$ cat src/rtl/qvt_pkg.sv
package qvt_pkg;

    localparam int KEY_W        = 256;
    localparam int CFG_IDX_W    = 2;
    localparam int CFG_DATA_W   = 32;

    localparam int DEF_MAX_VOTES     = 128;
    localparam int DEF_HISTORY_DEPTH = 128;

    // quorum is max(1, voter_total * QUORUM_PERCENT / PCT_SCALE)
    localparam int QUORUM_PERCENT = 67;
    localparam int PCT_SCALE      = 100;
    localparam int PCT_ROUND      = 99;
    localparam int PCT_W          = 7;

    localparam logic [2:0] REQ_TX       = 3'd0;
    localparam logic [2:0] REQ_PROPOSAL = 3'd1;
    localparam logic [2:0] REQ_VOTE     = 3'd2;
    localparam logic [2:0] REQ_CHECK    = 3'd3;
    localparam logic [2:0] REQ_COMMIT   = 3'd4;

    localparam logic [1:0] ST_OK       = 2'd0;
    localparam logic [1:0] ST_FULL     = 2'd1;
    localparam logic [1:0] ST_DUP      = 2'd2;
    localparam logic [1:0] ST_NO_FINAL = 2'd3;

    localparam logic [CFG_IDX_W-1:0] REG_TX_INTERVAL = 2'd0;
    localparam logic [CFG_IDX_W-1:0] REG_VOTER_TOTAL = 2'd1;

    typedef struct packed {
        logic [2:0]  req_type;
        logic [63:0] key_word0;
        logic [63:0] key_word1;
        logic [63:0] key_word2;
        logic [63:0] key_word3;
    } req_t;

    typedef struct packed {
        logic [1:0]  status;
        logic        is_final;
        logic [7:0]  vote_total;
        logic [63:0] next_id;
        logic [31:0] tx_pending;
        logic        due;
        logic [7:0]  history_total;
    } rsp_t;

    // search token walking down the cell row
    typedef struct packed {
        logic valid;
        logic hit;
    } tok_t;

endpackage

$ cat src/rtl/qvt_cell.sv
module qvt_cell
    import qvt_pkg::*;
#(
    parameter int CNT_W = 8,
    parameter int POS   = 0
)
(
    input  logic             clk,
    input  logic             rst_n,
    input  tok_t             tok_in,
    output tok_t             tok_out,
    input  logic [KEY_W-1:0] key,
    input  logic             wr_en,
    input  logic [CNT_W-1:0] count
);

    localparam logic [CNT_W-1:0] POS_IDX = CNT_W'(POS);

    logic [KEY_W-1:0] stored_reg;
    tok_t             tok_reg;
    tok_t             tok_next;
    logic             occupied;
    logic             match;

    // only slots below the vote count hold a key
    assign occupied = POS_IDX < count;
    assign match    = occupied && (stored_reg == key);

    always_comb
    begin
        tok_next.valid = tok_in.valid;
        tok_next.hit   = tok_in.hit | (tok_in.valid & match);
    end

    always_ff @(posedge clk or negedge rst_n)
    begin
        if (!rst_n)
        begin
            tok_reg <= '0;
        end
        else
        begin
            tok_reg <= tok_next;
        end
    end

    always_ff @(posedge clk)
    begin
        if (wr_en && (count == POS_IDX))
        begin
            stored_reg <= key;
        end
    end

    assign tok_out = tok_reg;

endmodule

$ cat config.mk
export PLATFORM = sky130hd
export DESIGN_NAME = qvt_cell
export DESIGN_NICKNAME = d
export VERILOG_FILES = /design/src/rtl/qvt_pkg.sv /design/src/rtl/qvt_cell.sv
export SDC_FILE = /design/constraint.sdc
export NUM_CORES = 1
export LEC_CHECK = 0
export BUFFER_PORTS_ARGS = -buffer_cell sky130_fd_sc_hd__buf_2
export CAP_MARGIN = 20
export CELL_PAD_IN_SITES_DETAIL_PLACEMENT = 0
export CELL_PAD_IN_SITES_GLOBAL_PLACEMENT = 1
export CORE_ASPECT_RATIO = 0.6
export CORE_MARGIN = 2
export CORE_UTILIZATION = 49
export CTS_BUF_LIST = sky130_fd_sc_hd__clkbuf_8
export DETAILED_ROUTE_END_ITERATION = 8
export PLACE_DENSITY_LB_ADDON = 0.1
export SETUP_SLACK_MARGIN = 0.1
export SKIP_LAST_GASP = 1
export SYNTH_ARGS = -nofsm -noshare
export SYNTH_HDL_FRONTEND = slang
export SYNTH_SLANG_ARGS = --single-unit
$ cat constraint.sdc
create_clock -name clk -period 3.9 [get_ports clk]
set_input_delay 0.78 -clock clk [delete_from_list [all_inputs] [get_ports clk]]
set_output_delay 0.78 -clock clk [all_outputs]
set_load 0.05 [all_outputs]
==> After elaboration in Yosys (flattened, before gate mapping) <==
Cells that the tools add are included.
Widths: inputs -> output; s select.
{ "word_totals": {"ff_bits": 258, "inputBits": 269, "out_inout_bits": 2, "wordCells": 10} }
{ "op_classes": {"magnitude_cmp": 1, "eq_ne": 1, "n_bitwise": 2, "n_reduce_logical": 3} }
{ "ops": {"columns": ["operator", "count"], "rows": [
  ["$eq 256x256->1", 1],
  ["$logic_not 8->1", 1],
  ["$lt 1x8->1 const A", 1],
  ["$logic_and 1x1->1", 2],
  ["$and 1x1->1", 1],
  ["$or 1x1->1", 1]
]} }

==> Logic depth before layout (Yosys ltp) <==
{ "depth": {"word_depth": 4, "ltp_mapped": 6, "mapped_depth_nobuf": 6} }

==> Worst setup path after synthesis <==
No wires, ideal clock.
{ "synth_path": {"kind": "input port to flip-flop", "from": "input port count[1]", "to": "register stored_reg[0], enable pin", "setup_ns": 0.650, "arrival_time_ns": 7.262, "slack_ns": -4.011, "path_stages": 3, "path_cell_list": "or4_1 > nor2_1 > and2_1"} }
{ "synth_via": {"elab_chain_len": 2} }
{ "synth_lines": {"columns": ["element", "line", "rtl"], "rows": [
  ["from (decl)", "qvt_cell.sv:14", "input logic [CNT_W-1:0] count"],
  ["$logic_not 8->1", "qvt_cell.sv:49", "if (wr_en && (count == POS_IDX))"],
  ["$logic_and 1x1->1", "qvt_cell.sv:49", null],
  ["to (signal assigned)", "qvt_cell.sv:51", "stored_reg <= key;"],
  ["to (decl)", "qvt_cell.sv:19", "logic [KEY_W-1:0] stored_reg;"]
]} }
No other way between the ends.
A chain may end at the register's enable or synchronous reset.

==> flow_metrics.env <==
export IMPL_grt_most_used_layer="met1"
export IMPL_timing_max_slew_rel_slack=0.413
export IMPL_detail_route_vias_per_cell=5.05
export IMPL_first_pass_iters=5
export IMPL_synth_area_mm2=0.0109
export IMPL_worstPathArrival_ns=2.85
export IMPL_clock_path_buffers=3
export IMPL_holdCritPathClass="in -> reg"
export IMPL_worst_slew_pin_slew_ns=0.872
export IMPL_timing_rr_end="tok_out[0]$_DFF_PN0_"
export IMPL_die_width_um=197
export IMPL_worst_hold_path_endpoint="tok_out[1]$_DFF_PN0_"
export IMPL_cp_top_family="compound AO/OA/AOI/OAI gates"
export IMPL_synth_largest_area_cell="edfxtp_1"
export IMPL_grt_pass1_vias=6816
export IMPL_synthesized_net_count=977
export IMPL_synthDistinctLibCells=34
export IMPL_postCtsHoldBufs=1
export IMPL_placement_rows=42
export IMPL_grt_max_degree=61
export IMPL_ys_dominant_reg_cell="edfxtp_1"
export IMPL_ctsRootBufferMaster="clkbuf_8"
export IMPL_yosys_register_bits=258
export IMPL_critical_path_sink_type="flop"
export IMPL_clk_insertion_delay_late_ns=0.54
export IMPL_power_switching_fraction=0.221
export IMPL_die_area_mm2=0.0235
export IMPL_required_time_at_the_endpoint_of_the_critical_path_ns=4.37
export IMPL_synthesis_instances=708
export IMPL_final_setup_viol_count=0
export IMPL_hold_depth=1
export IMPL_synthesis_warnings=0
export IMPL_number_of_nets_at_the_end_of_the_flow=1294
export IMPL_internal_power_mw=4.27
export IMPL_post_cts_setup_buffer_count=0
export IMPL_area_growth_pct=23.2
export IMPL_power_clock_fraction=0.376
export IMPL_core_area_mm2=0.0220
export IMPL_post_dp_cell_area_mm2=0.0127
export IMPL_setup_slack_ns=1.52
export IMPL_drt_wl_total_mm=26.1
export IMPL_place_congestion=0.847
export IMPL_worst_r2r_setup_slack_ns=1.57
export IMPL_ir_worst_vdd_mv=0.249
export IMPL_synthArstFlopShare=0.00775
export IMPL_net_switching_power_mw=1.21
export IMPL_layout_worst_path_cycle_share=0.611
export IMPL_synth_avg_cell_area_um2=15.4
export IMPL_global_route_usage_met3=0.0852
export IMPL_worst_r2r_startpoint="stored_reg[125]$_DFFE_PP_"
export IMPL_post_dp_hpwl_mm=19.9
export IMPL_report_final_hold_viol_count=0
export IMPL_cts_buffers_inserted=39
export IMPL_num_vias=6818
export IMPL_numPortBuffers=270
export IMPL_power_leakage_nw=5.10
export IMPL_max_ffs_per_register=256
export IMPL_clock_tree_htree_level_count=2
export IMPL_rsz0062_at_grt="no"
export IMPL_cts_sinks=258
export IMPL_share_comb_of_total_power=0.066
export IMPL_crit_chain="buf_2 -> nor2b_1 -> a2111o_1 -> a2111oi_0 -> nand4_1 -> nor4_1 -> a41o_1"
export IMPL_seq_power_share=0.558
export IMPL_drt_iter0_markers=516
export IMPL_tritoncts="yes"
export IMPL_critical_path_n_buffers_inverters=1
export IMPL_remaining_drc_errors=0
export IMPL_fmaxAchievable_ghz=0.420
export IMPL_slowest_delay_ns=0.60
export IMPL_fin_worst_skew_ns=0.00957
export IMPL_placement_setup_worst_slack_ns=1.05
export IMPL_finalWorstPathRequiredPeriod_ns=2.38
export IMPL_stdcell_area_mm2=0.0135
export IMPL_wire_per_inst_um=19.4
export IMPL_worst_hold_startpoint="tok_in[1]"
export IMPL_yosys_top_cells_count="edfxtp_1 (256), xor2_1 (92), inv_1 (74), xnor2_1 (72), nor4_1 (38)"
export IMPL_r2r_cells=6
export IMPL_worst_setup_hold_path_clk_slew_ns=0.06
export IMPL_antenna_found_initial=12
export IMPL_p_per_area_mw_per_mm2=407
export IMPL_ant_nets=0
export IMPL_outcome="finished, final reports clean"
export IMPL_global_route_usage_met2=0.294
export IMPL_grt_met1_usage=0.339
export IMPL_boundaryPins=271
export IMPL_synth_top_area_frac=0.704
export IMPL_start_util=0.497
export IMPL_seq_area_frac_synth=0.708
export IMPL_grt_overflow=0
export IMPL_finalHoldWorstSlack_ns=0.368
export IMPL_drv_cap=0
export IMPL_num_fill_cells=1790
export IMPL_critical_path_maximum_fanout=3
export IMPL_crit_path_start_kind="input port"
export IMPL_worst_path_max_delay_cell="nor4_1"
export IMPL_ys_top_cells_by_area="edfxtp_1 (70%), xor2_1 (7.4%), xnor2_1 (5.8%)"
export IMPL_final_layout_size_suffix_gt1_frac=0.307
export IMPL_die_h_um=120
export IMPL_grt_usage=0.222
export IMPL_synth_enable_flop_cells=256
export IMPL_fin_setup_tns_ns=0
export IMPL_yosysMostFrequentCell="edfxtp_1"
export IMPL_slew_viol_final=0
export IMPL_grt_first_pass_wirelength_mm=38.7
export IMPL_timing_worst_setup_path_type="in -> reg"
export IMPL_post_cts_resize_count=0
## metal layers
layer	part of all wire	up-vias	wire (um)
met2	0.40	251	10400
li1	-	3333	-
met1	0.48	3195	12700
met5	0.0012	-	31
met3	0.10	35	2670
met4	0.012	4	325
## how the worst max path moves through the flow
stage / depth (start not counted) / from / endpoint
floorplan: 3 / count[1] / stored_reg[0]$_DFFE_PP_
global placement: 5 / count[1] / stored_reg[228]$_DFFE_PP_
detailed placement: 7 / key[40] / tok_out[0]$_DFF_PN0_
CTS: 6 / stored_reg[40]$_DFFE_PP_ / tok_out[0]$_DFF_PN0_
global route: 7 / key[124] / tok_out[0]$_DFF_PN0_
finish: 7 / key[124] / tok_out[0]$_DFF_PN0_
## cells by family (layout without fill, tap and decap cells)
logic type / Yosys count / in the layout / share of synthesized area
buffers and inverters: 76 / 422 / 0.0261
other: 0 / 9 / 0
AND/OR/NAND/NOR: 129 / 129 / 0.0743
AO/OA/AOI/OAI: 81 / 81 / 0.0597
flip-flops: 258 / 258 / 0.708
XOR/XNOR: 164 / 164 / 0.131
## power by group through the flow
stage	clock network, mW	registers, mW	logic, mW
after floorplan	0	3.12	0.122
after global placement	0	3.11	0.350
after detailed placement	0	3.11	0.357
after CTS	2.12	3.06	0.360
after global routing	2.25	3.05	0.395
final	2.06	3.06	0.359
## stage by stage
step,std cells,utilization,power (mW)
after detailed placement,1269,0.579,3.47
after global placement,1269,0.579,3.46
after global routing,1343,0.612,5.70
final,1349,0.613,5.48
after floorplan,708,-,3.24
after CTS,1340,0.612,5.54
## area by class of cell
type	count	area [um^2]	area share
antenna	9	22.5	0.00167
clock buffer	41	564	0.0419
clock inverter	29	136	0.0101
inverter	76	285	0.0212
multi-input combinational	374	2900	0.216
sequential	258	7740	0.575
tap	286	358	0.0266
timing repair buffer	276	1450	0.108
## cells in the final DEF, fill, tap and decap left out, types with 2 or more instances in the layout
cell type / Yosys / final
xnor2_1: 72 / 72
o2bb2ai_1: 9 / 9
nor4_1: 38 / 38
nor3_1: 2 / 2
or4_1: 2 / 2
diode_2: 0 / 9
inv_1: 74 / 87
a22o_1: 11 / 11
nand2_1: 3 / 3
a21oi_1: 3 / 3
a2111o_1: 6 / 6
dfrtp_1: 2 / 2
nand2b_1: 18 / 18
a2111oi_2: 2 / 2
xor2_1: 92 / 92
edfxtp_1: 256 / 256
and2b_1: 2 / 2
nand4_1: 28 / 28
clkinv_1: 1 / 15
nand3_1: 2 / 2
clkbuf_8: 0 / 41
a2111oi_0: 7 / 7
o2111ai_1: 6 / 6
o22ai_1: 29 / 29
nor2b_1: 29 / 29
buf_2: 0 / 270
buf_12: 0 / 4
nor4_2: 2 / 2
a221oi_1: 3 / 3
Note: power is estimated with default switching activity, not from simulation.
